**src/rtl/core/fvm_pkg.sv**
```systemverilog
// Package for the FAT volume mount parser: outcome codes, command and status structs.
// No dependencies.
`timescale 1ns / 1ps
package fvm_pkg;
	localparam int SECTOR_BYTES = 512;
	localparam int MBR_ENTRIES = 4;
	localparam int POS_W = $clog2(SECTOR_BYTES);
	localparam int PIDX_W = $clog2(MBR_ENTRIES);

	typedef enum logic [2:0] {
		OUT_MOUNTED = 3'd0,
		OUT_READ_REQ = 3'd1,
		OUT_IO_ERROR = 3'd2,
		OUT_NO_FS = 3'd3,
		OUT_BAD_PARAM = 3'd4,
		OUT_FAT12 = 3'd5
	} outcome_t;

	typedef struct packed {
		logic       byte_en;    // capture data byte
		logic       restart;    // io error: clear position and phase
		logic       calc_start; // start geometry check
		logic       div_start;  // start cluster division
		logic       finish;     // compute final fields
		logic       route;      // decide request / no fs at sector end
	} dp_cmd_t;

	typedef struct packed {
		logic       last_byte;
		logic       boot_ok;    // signature and boot sector checks pass
		logic       precheck_bad;
		logic       div_done;
	} dp_status_t;
endpackage

```
**src/rtl/core/fvm_divider.sv**
```systemverilog
// Restoring 32/8 divider, one quotient bit per cycle.
// Depends on fvm_pkg.
`timescale 1ns / 1ps
module fvm_divider (
	input  logic        clk,
	input  logic        arst_n,
	input  logic        start,
	input  logic [31:0] dividend,
	input  logic [7:0]  divisor,
	output logic        done,
	output logic [31:0] quotient
);
	import fvm_pkg::*;
	logic [31:0] q_q;
	logic [8:0]  rem_q;
	logic [7:0]  dvs_q;
	logic [5:0]  cnt_q;
	logic        busy_q;
	logic [8:0]  trial;
	logic [9:0]  diff;

	assign trial = {rem_q[7:0], q_q[31]};
	assign diff = {1'b0, trial} - {2'b00, dvs_q};
	assign quotient = q_q;

	always_ff @(posedge clk or negedge arst_n) begin
		if (!arst_n) begin
			busy_q <= 1'b0;
			cnt_q <= '0;
			done <= 1'b0;
		end else begin
			done <= 1'b0;
			if (start) begin
				busy_q <= 1'b1;
				cnt_q <= 6'd32;
			end else if (busy_q) begin
				cnt_q <= cnt_q - 6'd1;
				if (cnt_q == 6'd1) begin
					busy_q <= 1'b0;
					done <= 1'b1;
				end
			end
		end
	end

	always_ff @(posedge clk) begin
		if (start) begin
			q_q <= dividend;
			rem_q <= '0;
			dvs_q <= divisor;
		end else if (busy_q) begin
			if (!diff[9]) begin
				rem_q <= diff[8:0];
				q_q <= {q_q[30:0], 1'b1};
			end else begin
				rem_q <= trial;
				q_q <= {q_q[30:0], 1'b0};
			end
		end
	end
endmodule

```
**src/rtl/core/fvm_datapath.sv**
```systemverilog
// Datapath: byte capture, MBR table, geometry arithmetic and result register.
// Depends on fvm_pkg and fvm_divider.
`timescale 1ns / 1ps
module fvm_datapath (
	input  logic                clk,
	input  logic                arst_n,
	input  fvm_pkg::dp_cmd_t    cmd,
	input  logic [7:0]          data_byte,
	output fvm_pkg::dp_status_t status,
	output logic [2:0]          res_outcome,
	output logic [31:0]         res_request_lba,
	output logic                res_is_fat32,
	output logic [7:0]          res_cluster_sectors,
	output logic [15:0]         res_root_entry_count,
	output logic [31:0]         res_cluster_count,
	output logic [31:0]         res_table_lba,
	output logic [31:0]         res_root_dir_lba,
	output logic [31:0]         res_data_area_lba,
	output logic [31:0]         res_root_start_cluster
);
	import fvm_pkg::*;
	logic [POS_W-1:0]  pos_q;
	logic              phase_q;
	logic [31:0]       base_q;
	logic [31:0]       part_q [MBR_ENTRIES];
	logic [MBR_ENTRIES-1:0] valid_q;
	logic [PIDX_W-1:0] cur_q;
	logic [31:0]       size_q;
	logic [7:0]  jump_q, spc_q, fats_n_q;
	logic [15:0] bps_q, rsv_q, rent_q, tot16_q, fsz16_q, sig_q;
	logic [31:0] tot32_q, fsz32_q, rclus_q;
	logic [31:0] total_q, first_q, rsecs_q, mbase_q, prod_q, fats_q;
	logic [1:0]  calc_step_q;
	logic        div_done;
	logic [31:0] quot;
	logic [8:0]  off;
	logic [PIDX_W-1:0] pidx;
	logic [3:0]  eoff;
	logic        in_table;
	logic [31:0] base_cur;
	logic              next_found;
	logic [PIDX_W-1:0] next_idx;

	assign off = pos_q - 9'd446;
	assign pidx = off[4+PIDX_W-1:4];
	assign eoff = off[3:0];
	assign in_table = !phase_q && pos_q >= 9'd446 && pos_q < 9'd510;

	always_ff @(posedge clk or negedge arst_n) begin
		if (!arst_n) begin
			pos_q <= '0;
			phase_q <= 1'b0;
			base_q <= '0;
			valid_q <= '0;
			cur_q <= '0;
			size_q <= '0;
			{jump_q, spc_q, fats_n_q} <= '0;
			{bps_q, rsv_q, rent_q, tot16_q, fsz16_q, sig_q} <= '0;
			{tot32_q, fsz32_q, rclus_q} <= '0;
		end else if (cmd.restart) begin
			pos_q <= '0;
			phase_q <= 1'b0;
			base_q <= '0;
		end else begin
			if (cmd.byte_en) begin
				pos_q <= pos_q + 9'd1;
				case (pos_q)
					9'd0: jump_q <= data_byte;
					9'd11: bps_q[7:0] <= data_byte;
					9'd12: bps_q[15:8] <= data_byte;
					9'd13: spc_q <= data_byte;
					9'd14: rsv_q[7:0] <= data_byte;
					9'd15: rsv_q[15:8] <= data_byte;
					9'd16: fats_n_q <= data_byte;
					9'd17: rent_q[7:0] <= data_byte;
					9'd18: rent_q[15:8] <= data_byte;
					9'd19: tot16_q[7:0] <= data_byte;
					9'd20: tot16_q[15:8] <= data_byte;
					9'd22: fsz16_q[7:0] <= data_byte;
					9'd23: fsz16_q[15:8] <= data_byte;
					9'd32: tot32_q[7:0] <= data_byte;
					9'd33: tot32_q[15:8] <= data_byte;
					9'd34: tot32_q[23:16] <= data_byte;
					9'd35: tot32_q[31:24] <= data_byte;
					9'd36: fsz32_q[7:0] <= data_byte;
					9'd37: fsz32_q[15:8] <= data_byte;
					9'd38: fsz32_q[23:16] <= data_byte;
					9'd39: fsz32_q[31:24] <= data_byte;
					9'd44: rclus_q[7:0] <= data_byte;
					9'd45: rclus_q[15:8] <= data_byte;
					9'd46: rclus_q[23:16] <= data_byte;
					9'd47: rclus_q[31:24] <= data_byte;
					9'd510: sig_q[7:0] <= data_byte;
					9'd511: sig_q[15:8] <= data_byte;
					default: ;
				endcase
				if (in_table && eoff >= 4'd12) begin
					size_q[8*eoff[1:0] +: 8] <= data_byte;
					if (eoff == 4'd15)
						valid_q[pidx] <= ({data_byte, size_q[23:0]} != '0)
							&& (part_q[pidx] != '0);
				end
			end
			if (cmd.calc_start)
				phase_q <= 1'b0;
			if (cmd.calc_start)
				base_q <= '0;
			if (cmd.route) begin
				if (next_found) begin
					phase_q <= 1'b1;
					cur_q <= next_idx;
					base_q <= part_q[next_idx];
				end else begin
					phase_q <= 1'b0;
					base_q <= '0;
				end
			end
		end
	end

	always_ff @(posedge clk) begin
		if (cmd.byte_en && in_table && eoff >= 4'd8 && eoff < 4'd12)
			part_q[pidx][8*eoff[1:0] +: 8] <= data_byte;
	end

	// next valid entry after the current one (or from zero on sector zero)
	always_comb begin
		next_found = 1'b0;
		next_idx = '0;
		for (int i = MBR_ENTRIES - 1; i >= 0; i--) begin
			if (valid_q[i] && (!phase_q || i > int'(cur_q))) begin
				next_found = 1'b1;
				next_idx = PIDX_W'(i);
			end
		end
		// sector zero without signature holds no usable table
		if (!phase_q && sig_q != 16'hAA55)
			next_found = 1'b0;
	end

	assign status.last_byte = pos_q == 9'(SECTOR_BYTES - 1);
	assign status.boot_ok = sig_q == 16'hAA55 && (jump_q == 8'hEB || jump_q == 8'hE9)
		&& bps_q == 16'(SECTOR_BYTES) && spc_q != 8'd0;
	assign base_cur = phase_q ? base_q : 32'd0;

	// geometry: step 0 selects and multiplies, step 1 sums
	logic [31:0] tot_sel, fat_sel;
	assign tot_sel = tot16_q != '0 ? {16'd0, tot16_q} : tot32_q;
	assign fat_sel = fsz16_q != '0 ? {16'd0, fsz16_q} : fsz32_q;
	always_ff @(posedge clk) begin
		if (cmd.calc_start) begin
			total_q <= tot_sel;
			fats_q <= fat_sel;
			prod_q <= 32'(fat_sel * {24'd0, fats_n_q});
			rsecs_q <= {19'd0, {1'b0, rent_q[15:4]} + {12'd0, rent_q[3:0] != 4'd0}};
			mbase_q <= base_cur;
		end
		if (calc_step_q == 2'd1)
			first_q <= {16'd0, rsv_q} + prod_q + rsecs_q;
	end
	always_ff @(posedge clk or negedge arst_n) begin
		if (!arst_n)
			calc_step_q <= '0;
		else if (cmd.calc_start)
			calc_step_q <= 2'd1;
		else if (calc_step_q == 2'd1)
			calc_step_q <= 2'd2;
		else
			calc_step_q <= '0;
	end
	assign status.precheck_bad = bps_q != 16'(SECTOR_BYTES) || fats_n_q == '0
		|| rsv_q == '0 || fats_q == '0 || total_q == '0 || first_q >= total_q;

	fvm_divider u_div (
		.clk(clk), .arst_n(arst_n), .start(cmd.div_start),
		.dividend(total_q - first_q), .divisor(spc_q),
		.done(div_done), .quotient(quot)
	);
	assign status.div_done = div_done;

	logic is32;
	assign is32 = quot >= 32'd65525;
	always_ff @(posedge clk) begin
		if (cmd.restart) begin
			res_outcome <= OUT_IO_ERROR;
			res_request_lba <= '0;
			{res_is_fat32, res_cluster_sectors, res_root_entry_count} <= '0;
			{res_cluster_count, res_table_lba, res_root_dir_lba} <= '0;
			{res_data_area_lba, res_root_start_cluster} <= '0;
		end else if (cmd.route) begin
			res_outcome <= next_found ? OUT_READ_REQ : OUT_NO_FS;
			res_request_lba <= next_found ? part_q[next_idx] : 32'd0;
			{res_is_fat32, res_cluster_sectors, res_root_entry_count} <= '0;
			{res_cluster_count, res_table_lba, res_root_dir_lba} <= '0;
			{res_data_area_lba, res_root_start_cluster} <= '0;
		end else if (cmd.div_start && status.precheck_bad) begin
			res_outcome <= OUT_BAD_PARAM;
			res_request_lba <= '0;
			{res_is_fat32, res_cluster_sectors, res_root_entry_count} <= '0;
			{res_cluster_count, res_table_lba, res_root_dir_lba} <= '0;
			{res_data_area_lba, res_root_start_cluster} <= '0;
		end else if (cmd.finish) begin
			res_request_lba <= '0;
			if (quot < 32'd4085 || (is32 && rclus_q < 32'd2)) begin
				res_outcome <= quot < 32'd4085 ? OUT_FAT12 : OUT_BAD_PARAM;
				{res_is_fat32, res_cluster_sectors, res_root_entry_count} <= '0;
				{res_cluster_count, res_table_lba, res_root_dir_lba} <= '0;
				{res_data_area_lba, res_root_start_cluster} <= '0;
			end else begin
				res_outcome <= OUT_MOUNTED;
				res_is_fat32 <= is32;
				res_cluster_sectors <= spc_q;
				res_root_entry_count <= rent_q;
				res_cluster_count <= quot;
				res_table_lba <= mbase_q + {16'd0, rsv_q};
				res_root_dir_lba <= mbase_q + first_q - rsecs_q;
				res_data_area_lba <= mbase_q + first_q;
				res_root_start_cluster <= is32 ? rclus_q : 32'd0;
			end
		end
	end
endmodule

```
**src/rtl/core/fvm_ctrl.sv**
```systemverilog
// Controller: sector end sequencing, geometry steps and output handshake.
// Depends on fvm_pkg.
`timescale 1ns / 1ps
module fvm_ctrl (
	input  logic                clk,
	input  logic                arst_n,
	input  logic                in_valid,
	input  logic                in_cmd,
	output logic                in_ready,
	output logic                out_valid,
	input  logic                out_ready,
	input  fvm_pkg::dp_status_t status,
	output fvm_pkg::dp_cmd_t    cmd
);
	import fvm_pkg::*;
	typedef enum logic [5:0] {
		ST_RUN   = 6'b000001,
		ST_CALC1 = 6'b000010,
		ST_CALC2 = 6'b000100,
		ST_DIV   = 6'b001000,
		ST_FIN   = 6'b010000,
		ST_OUT   = 6'b100000
	} state_t;
	state_t state_q, state_d;
	logic acc;

	assign in_ready = state_q == ST_RUN;
	assign out_valid = state_q == ST_OUT;
	assign acc = in_valid && in_ready;

	always_comb begin
		cmd = '0;
		state_d = state_q;
		case (state_q)
			ST_RUN: if (acc) begin
				if (in_cmd) begin
					cmd.restart = 1'b1;
					state_d = ST_OUT;
				end else begin
					cmd.byte_en = 1'b1;
					if (status.last_byte)
						state_d = ST_CALC1;
				end
			end
			ST_CALC1: begin
				if (status.boot_ok) begin
					cmd.calc_start = 1'b1;
					state_d = ST_CALC2;
				end else begin
					cmd.route = 1'b1;
					state_d = ST_OUT;
				end
			end
			ST_CALC2: state_d = ST_DIV;
			ST_DIV: begin
				cmd.div_start = 1'b1;
				state_d = status.precheck_bad ? ST_OUT : ST_FIN;
			end
			ST_FIN: if (status.div_done) begin
				cmd.finish = 1'b1;
				state_d = ST_OUT;
			end
			ST_OUT: if (out_ready) state_d = ST_RUN;
			default: state_d = ST_RUN;
		endcase
	end

	always_ff @(posedge clk or negedge arst_n) begin
		if (!arst_n) state_q <= ST_RUN;
		else state_q <= state_d;
	end
endmodule

```
**src/rtl/core/fat_volume_mount_parser_unit.sv**
```systemverilog
// FAT16/FAT32 mount parser top level: controller plus datapath.
// Depends on fvm_pkg, fvm_ctrl, fvm_datapath.
// Throughput: one data byte per cycle within a sector.
// At a sector end, a request / no-fs word follows CALC1, a mount result follows
// CALC1, CALC2, DIV, FIN (bit-serial division); input stalls until the word is taken.
// Reset: asynchronous active low; expects sector zero, no result pending.
`timescale 1ns / 1ps
module fat_volume_mount_parser_unit (
	input  logic         clk,
	input  logic         arst_n,
	input  logic         s_tvalid,
	output logic         s_tready,
	input  logic [7:0]   s_tdata,  // data_byte
	input  logic         s_tuser,  // cmd
	output logic         m_tvalid,
	input  logic         m_tready,
	output logic [223:0] m_tdata   // outcome, request_lba, is_fat32, cluster_sectors,
	                               // root_entry_count, cluster_count, table_lba,
	                               // root_dir_lba, data_area_lba, root_start_cluster, pad
);
	import fvm_pkg::*;
	dp_cmd_t cmd;
	dp_status_t status;
	logic [2:0] outcome;
	logic [31:0] req, cc, tl, rl, dl, rsc;
	logic f32;
	logic [7:0] spc;
	logic [15:0] rec;

	fvm_ctrl u_ctrl (
		.clk(clk), .arst_n(arst_n), .in_valid(s_tvalid), .in_cmd(s_tuser),
		.in_ready(s_tready), .out_valid(m_tvalid), .out_ready(m_tready),
		.status(status), .cmd(cmd)
	);
	fvm_datapath u_dp (
		.clk(clk), .arst_n(arst_n), .cmd(cmd), .data_byte(s_tdata), .status(status),
		.res_outcome(outcome), .res_request_lba(req), .res_is_fat32(f32),
		.res_cluster_sectors(spc), .res_root_entry_count(rec), .res_cluster_count(cc),
		.res_table_lba(tl), .res_root_dir_lba(rl), .res_data_area_lba(dl),
		.res_root_start_cluster(rsc)
	);
	assign m_tdata = {4'd0, rsc, dl, rl, tl, cc, rec, spc, f32, req, outcome};
endmodule

```
**config.mk**
```make
export PLATFORM = sky130hd
export DESIGN_NAME = fat_volume_mount_parser_unit
export DESIGN_NICKNAME = d
export VERILOG_FILES = /design/src/rtl/core/fvm_pkg.sv /design/src/rtl/core/fvm_divider.sv /design/src/rtl/core/fvm_datapath.sv /design/src/rtl/core/fvm_ctrl.sv /design/src/rtl/core/fat_volume_mount_parser_unit.sv
export SDC_FILE = /design/constraint.sdc
export NUM_CORES = 2
export LEC_CHECK = 0
export ABC_AREA = 1
export ABC_CLOCK_PERIOD_IN_PS = 23200
export BUFFER_PORTS_ARGS = -buffer_cell sky130_fd_sc_hd__buf_4
export CORE_MARGIN = 4
export CORE_UTILIZATION = 35
export CTS_BUF_LIST = sky130_fd_sc_hd__clkbuf_8
export CTS_CLUSTER_SIZE = 10
export DETAILED_ROUTE_END_ITERATION = 12
export MAX_ROUTING_LAYER = met4
export SLEW_MARGIN = 30
export SYNTH_ARGS = -nofsm -noshare
export SYNTH_HDL_FRONTEND = slang
export SYNTH_HIERARCHICAL = 1
export SYNTH_SLANG_ARGS = --single-unit
```
**constraint.sdc**
```tcl
create_clock -name clk -period 23.2 [get_ports clk]
set_input_delay 3.48 -clock clk [delete_from_list [all_inputs] [get_ports clk]]
set_output_delay 3.48 -clock clk [all_outputs]
set_load 0.005 [all_outputs]
```
== Word-level counts from Yosys, hierarchy flattened ==
Memories as Yosys holds them, arrays and structs flattened.
Index checks and enable logic that the tools add are counted.

* Register bits after elaboration: 753
* Latch bits: 0
* RAM bits: 128
* ROM bits: 0
* Bits of input ports: 13
* Output and inout bits: 226
* Word-level logic and storage cells: 289
* Memories kept: 1

{| class="wikitable"
|+ Memory list
! name !! depth !! width !! read ports !! clocked after Yosys merged registers in !! wr ports !! RTL line !! source
|-
| u_dp.part_q || 4 || 32 || 2 || 0 || 1 || fvm_datapath.sv:25 || <nowiki>logic [31:0] part_q [MBR_ENTRIES];</nowiki>
|}

* Add/subtract/negate cells: 12
* Multiply operators: 1
* Div/mod/pow operators: 0
* Magnitude comparators: 14
* Equal/unequal tests: 45
* Shift operators: 2
* Multiplexer cells: 78
* Bitwise operators: 1
* Reductions and logical operators: 77

{| class="wikitable"
|+ Operator list
! kind !! number
|-
| $mux 32 || 17
|-
| $eq 9x6->1 const B || 12
|-
| $reduce_and 3->1 || 29
|-
| $logic_not 32->1 || 2
|-
| $reduce_bool 32->1 || 2
|-
| $eq 9x5->1 const B || 7
|-
| $mux 6 || 9
|-
| $eq 9x4->1 const B || 5
|-
| $pmux 6 s6 || 1
|-
| $neg 5->34 || 1
|-
| $shift 8x34->32 const A || 1
|-
| $shiftx 8x34->32 || 1
|-
| $add 16x32->32 || 1
|-
| $add 32x13->32 || 1
|-
| $add 32x16->32 || 1
|-
| $add 32x32->32 || 1
|-
| $bwmux 32 || 1
|-
| $ge 32x16->1 const B || 1
|-
| $ge 32x32->1 || 1
|-
| $lt 32x12->1 const B || 1
|-
| $lt 32x2->1 const B || 1
|-
| $mul 32x8->32 || 1
|-
| $mux 16 || 2
|-
| $reduce_bool 16->1 || 2
|-
| other kinds (52) || 129
|}

== Depth between registers and ports, before layout ==
* Depth in word-level cells: 11
* Gate-level depth with buffers: 30
* Mapped depth without buffers: 29

== Cells and area by module ==
The synthesis kept the hierarchy.

{| class="wikitable"
|+ Modules (own cells, without submodules)
! module !! instances !! cells an instance !! area each (um^2) !! seq. area each (um^2)
|-
| fvm_datapath || 1 || 5,288 || 45,139.5 || 20,674.8
|-
| fvm_divider || 1 || 313 || 2,792.7 || 1,561.5
|-
| fvm_ctrl || 1 || 72 || 467.9 || 151.4
|-
| fat_volume_mount_parser_unit || 1 || 6 || 41.3 || 0.0
|}

== Worst setup path after synthesis ==
No wires, ideal clock.

* Path kind: reg2reg
* From: reg u_dp.sig_q[5]
* To: reg u_dp.base_q[2]
* Setup time: 0.141 ns
* Data arrival time: 8.226 ns
* Required time: 23.059 ns
* Path slack: 14.833 ns
* Stages on the path, launching flop included: 10
* Buffers on the path: 1
* Clock period less this slack: 8.367 ns
* Path through: dfrtp_1 nor2_1 nand3_1 or4_1 nor2_1 inv_1 nor2_1 or2_2 clkbuf_1 o22ai_1

{| class="wikitable"
|+ RTL lines
! what !! RTL line !! source
|-
| start: declaration || fvm_datapath.sv:30 || <nowiki>logic [15:0] bps_q, rsv_q, rent_q, tot16_q, fsz16_q, sig_q;</nowiki>
|-
| start signal: assignment || fvm_datapath.sv:93 || <nowiki>9'd510: sig_q[7:0] <= data_byte;</nowiki>
|-
| end signal: assignment || fvm_datapath.sv:112 || <nowiki>base_q <= part_q[next_idx];</nowiki>
|-
| end: declaration || fvm_datapath.sv:24 || <nowiki>logic [31:0] base_q;</nowiki>
|}

== Worst setup path in the final report ==
* From: reg u_dp.fsz16_q[15]
* To: reg u_dp.prod_q[19] (data pin)

* Cells in the longest elaborated chain, start to end: 3

{| class="wikitable"
|+ Ends and longest elaborated chain
! what !! RTL line !! source
|-
| start: declaration || fvm_datapath.sv:30 ||
|-
| start signal: assignment || fvm_datapath.sv:80 || <nowiki>9'd23: fsz16_q[15:8] <= data_byte;</nowiki>
|-
| $reduce_bool 16->1 || fvm_datapath.sv:149 || <nowiki>assign fat_sel = fsz16_q != '0 ? {16'd0, fsz16_q} : fsz32_q;</nowiki>
|-
| $mux 32 || fvm_datapath.sv:149 ||
|-
| net u_dp.fat_sel[3] || fvm_datapath.sv:147 || <nowiki>logic [31:0] tot_sel, fat_sel;</nowiki>
|-
| $mul 32x8->32 || fvm_datapath.sv:154 || <nowiki>prod_q <= 32'(fat_sel * {24'd0, fats_n_q});</nowiki>
|-
| end signal: assignment || fvm_datapath.sv:154 ||
|-
| end: declaration || fvm_datapath.sv:32 || <nowiki>logic [31:0] total_q, first_q, rsecs_q, mbase_q, prod_q, fats_q;</nowiki>
|}

The timed path passes the listed nets, and every way through them passes these cells.
A chain may end at the register's enable or synchronous reset.

==> results.md <==
- Status: finished clean
- Layout area overhead: 13.37%
- Vias: ~39000
- Sequential share of the synthesized area: 46.22%
- Number of hold violations in the final report: 0
- # port buffers: between 200 and 250
- Post-synth top area cell: edfxtp_1
- Detailed placer's ending HPWL: around 110 mm
- Routed WL: roughly 150 mm
- Hold_sp: u_dp/res_request_lba[27]$_SDFFE_PP0P_
- Final net count: about 6300
- Post-synth top area share: 21.14%
- LEAKAGE: 25.30 nW
- Grt ovf: 0
- WS Path Type: flop to flop
- VDD IR max: ~0.000051 V
- Crit path time final: around 6300 ps
- Number of synthesized flops with an enable pin: between 300 and 400
- Die area: between 100000 and 150000 um^2
- Sw frac: roughly 29%
- Syn Inst Count: between 5000 and 6000
- Share of cells above drive strength 1: about a tenth
- Maxcap violations: 0
- R2r startpoint: u_dp/fsz16_q[15]$_DFFE_PN0P_
- Total I/O pin count: about 240
- Startpoint types: flop
- DR vias/cell: approximately 5
- Final setup violation count: 0
- Drt drc: 0
- Worst hold margin: 454.8 ps
- Slew HR: 31.17%
- CTS max path bufs: 3
- Clk pwr share: between 40% and 50%
- Clock Latency Late Sink: between 800 and 900 ps
- Drt pass-1 iters: 6
- Setup crit end kind: flop
- Int Pwr: 2.444 mW
- Hold depth: 2
- RSZ-0062 raised after global routing: no
- RR Endpoint: u_dp/prod_q[19]$_DFFE_PP_
- DRT iter0 DRCs: 3444
- CTS Hold Bufs: 0
- CTS tree: done
- Total track usage: a little over a fifth
- Hold crit path type: flop to flop
- CP Data Required Time: roughly 24000 ps
- Drt wl/cell: 19.30 um
- Initial antenna violation count: 8
- Post-route ant nets: 0
- Reg2reg setup slack: between 15000 and 20000 ps
- Final period util: between 20% and 30%
- Die width: between 300 and 400 um
- Sink Count: 872
- Synthesized area: about 48000 um^2
- Max-slew violation count: 0
- R2R cell count: 24
- Arrival time at the worst endpoint: a little under 7000 ps
- Synth cell count leaders: nand2_1 (1444), inv_1 (746), nor2_1 (570), o21ai_0 (407), edfxtp_1 (341)
- Worst Hold Path EP: u_dp/res_request_lba[27]$_SDFFE_PP0P_
- Site row count: between 100 and 150
- Aggregate negative setup slack: 0 ps
- Clock root buffer master: clkbuf_8
- Seq cells post-synth: 872
- Max reg flops: about 130
- Peak Freq: approximately 160 MHz
- Resize count post-CTS: 0
- Main synth FF type: edfxtp_1
- Asr flop ratio synth: between 30% and 40%
- Post-Syn Area per Cell: 8.530 um^2
- Die Y: ~380 um
- Clock skew: between 60 and 70 ps
- Synth cell types: 64
- Total CTS buffers: between 100 and 150
- Worst slew pin tran: 1031 ps
- Logic gate share of total power: around a tenth
- Crit-path max FO: 25
- Largest net degree at the start of global routing: between 150 and 200
- Vias in the first global route: around 38000
- Synth top area cells: edfxtp_1 (21%), dfrtp_1 (16%), nand2_1 (11%)
- YS warnings: 6
- Seq pwr share: around half
- Number of post-CTS setup repair buffers: 0
- Psw: about 980 uW
- Count leader, synth: nand2_1
- Core box area: around 140000 um^2
- First-pass GRT wire length: about 230 mm
- Starting Density: roughly a third
- Number of H-tree levels: 4
- Clk slew on worst S/H paths: 70 ps
- Global placement routability congestion: 0.9414
- Cell Pwr Density: just over 60 nW/um^2
-- stage by stage --
stage / total power [mW] / instances / setup WS [ps] / util [%] / instance area (um^2)
2_1_floorplan: 1.923 / 5682 / 14830 / - / 48450
3_3_place_gp: 2.059 / 7553 / 16660 / 37.72 / 51860
3_5_place_dp: 2.062 / 7554 / 16740 / 37.74 / 51890
4_1_cts: 3.458 / 7826 / 16930 / 39.91 / 54880
5_1_grt: 3.575 / 7830 / 16520 / 39.94 / 54920
6_report: 3.425 / 7831 / 16900 / 39.94 / 54920
-- routing by layer --
metal  share of wire (%)  GRT usage [%]  vias to the layer above
met4                 2.8          6.871                        0
met1                  45          28.74                    18750
met3                 8.9          5.703                      237
li1                    -              -                    18930
met5                   0              -                        -
met2                  43          30.75                     1398
-- worst max-delay path: stages (launching register included) --
cell and delay, ps:
dfrtp_1 380, inv_1 100, nand4_1 120, nor2_2 240, nand2_2 180, inv_2 370, a21oi_1 340, inv_1 150
nand2_1 80, fa_1 520, fa_1 500, inv_1 60, fa_1 530, inv_1 60, fa_1 530, inv_1 40
ha_1 340, nand2_1 110, nor3_1 160, nor2_1 100, o21ai_0 290, a31oi_1 210, o21ai_0 330, a21oi_1 140
xnor2_1 150
-- layout make-up --
cell class | count | area [um^2]
Timing Repair Buffer | 258 | 1991
Antenna cell | 4 | 10.01
Fill cell | 14000 | 82570
Clock buffer | 172 | 2367
Clock inverter | 100 | 618.1
Multi-Input combinational cell | 3866 | 22420
Tap cell | 1794 | 2245
Sequential cell | 872 | 22390
Inverter | 765 | 2878
-- power groups by stage --
stage	Sequential (mW)	Clock, mW	Combinational, mW
final	1.69	1.39	0.344
after global placement	1.72	0	0.337
after floorplan	1.69	0	0.235
after CTS	1.69	1.43	0.342
after global routing	1.69	1.50	0.378
after detailed placement	1.72	0	0.341
-- cells in the final DEF (no fill, tap or decap), types with 6 or more instances in the layout --
master and n:
a21o_1 13, a21oi_1 284, a22oi_1 16, a31oi_1 14
and2_1 6, buf_4 252, clkbuf_8 172, clkinv_1 14
clkinv_2 18, dfrtp_1 302, dfxtp_1 228, edfxtp_1 341
fa_1 175, ha_1 171, inv_1 793, inv_2 21
mux2_2 24, mux2i_1 8, nand2_1 1444, nand2_2 21
nand3_1 192, nand3b_1 13, nand4_1 73, nor2_1 566
nor2_2 26, nor2_4 9, nor3_1 46, nor4_1 74
o211ai_1 8, o21a_1 6, o21ai_0 407, o21ai_1 16
o21bai_1 12, o22ai_1 35, o31ai_2 24, or2_2 7
xnor2_1 44, xor2_1 84
-- how the worst max path moves through the flow --
stage / startpoint / to / cells after the start
global route: u_dp/fsz16_q[6]$_DFFE_PN0P_ / u_dp/prod_q[19]$_DFFE_PP_ / 24
detailed placement: s_tuser / u_dp/tot32_q[15]$_DFFE_PN0P_ / 12
floorplan: u_dp/sig_q[5]$_DFFE_PN0P_ / u_dp/base_q[2]$_DFFE_PN0P_ / 9
CTS: u_dp/fsz16_q[14]$_DFFE_PN0P_ / u_dp/prod_q[19]$_DFFE_PP_ / 24
finish: u_dp/fsz16_q[15]$_DFFE_PN0P_ / u_dp/prod_q[19]$_DFFE_PP_ / 24
global placement: s_tuser / u_dp/tot32_q[29]$_DFFE_PN0P_ / 13
-- kinds of logic (layout without fill, tap and decap cells) --
logic type,count (synthesis),in the layout,synth area share [%]
adder cells (fa/ha/maj),346,346,11.65
AND/OR/NAND/NOR,2504,2504,21.74
XOR/XNOR,128,128,2.314
multiplexers,32,32,0.7232
other,1,8,0.007741
AO/OA/AOI/OAI,852,852,9.735
flip-flops,872,872,46.22
buffers and inverters,944,1295,7.614
Power figures use the tool's default switching activity.
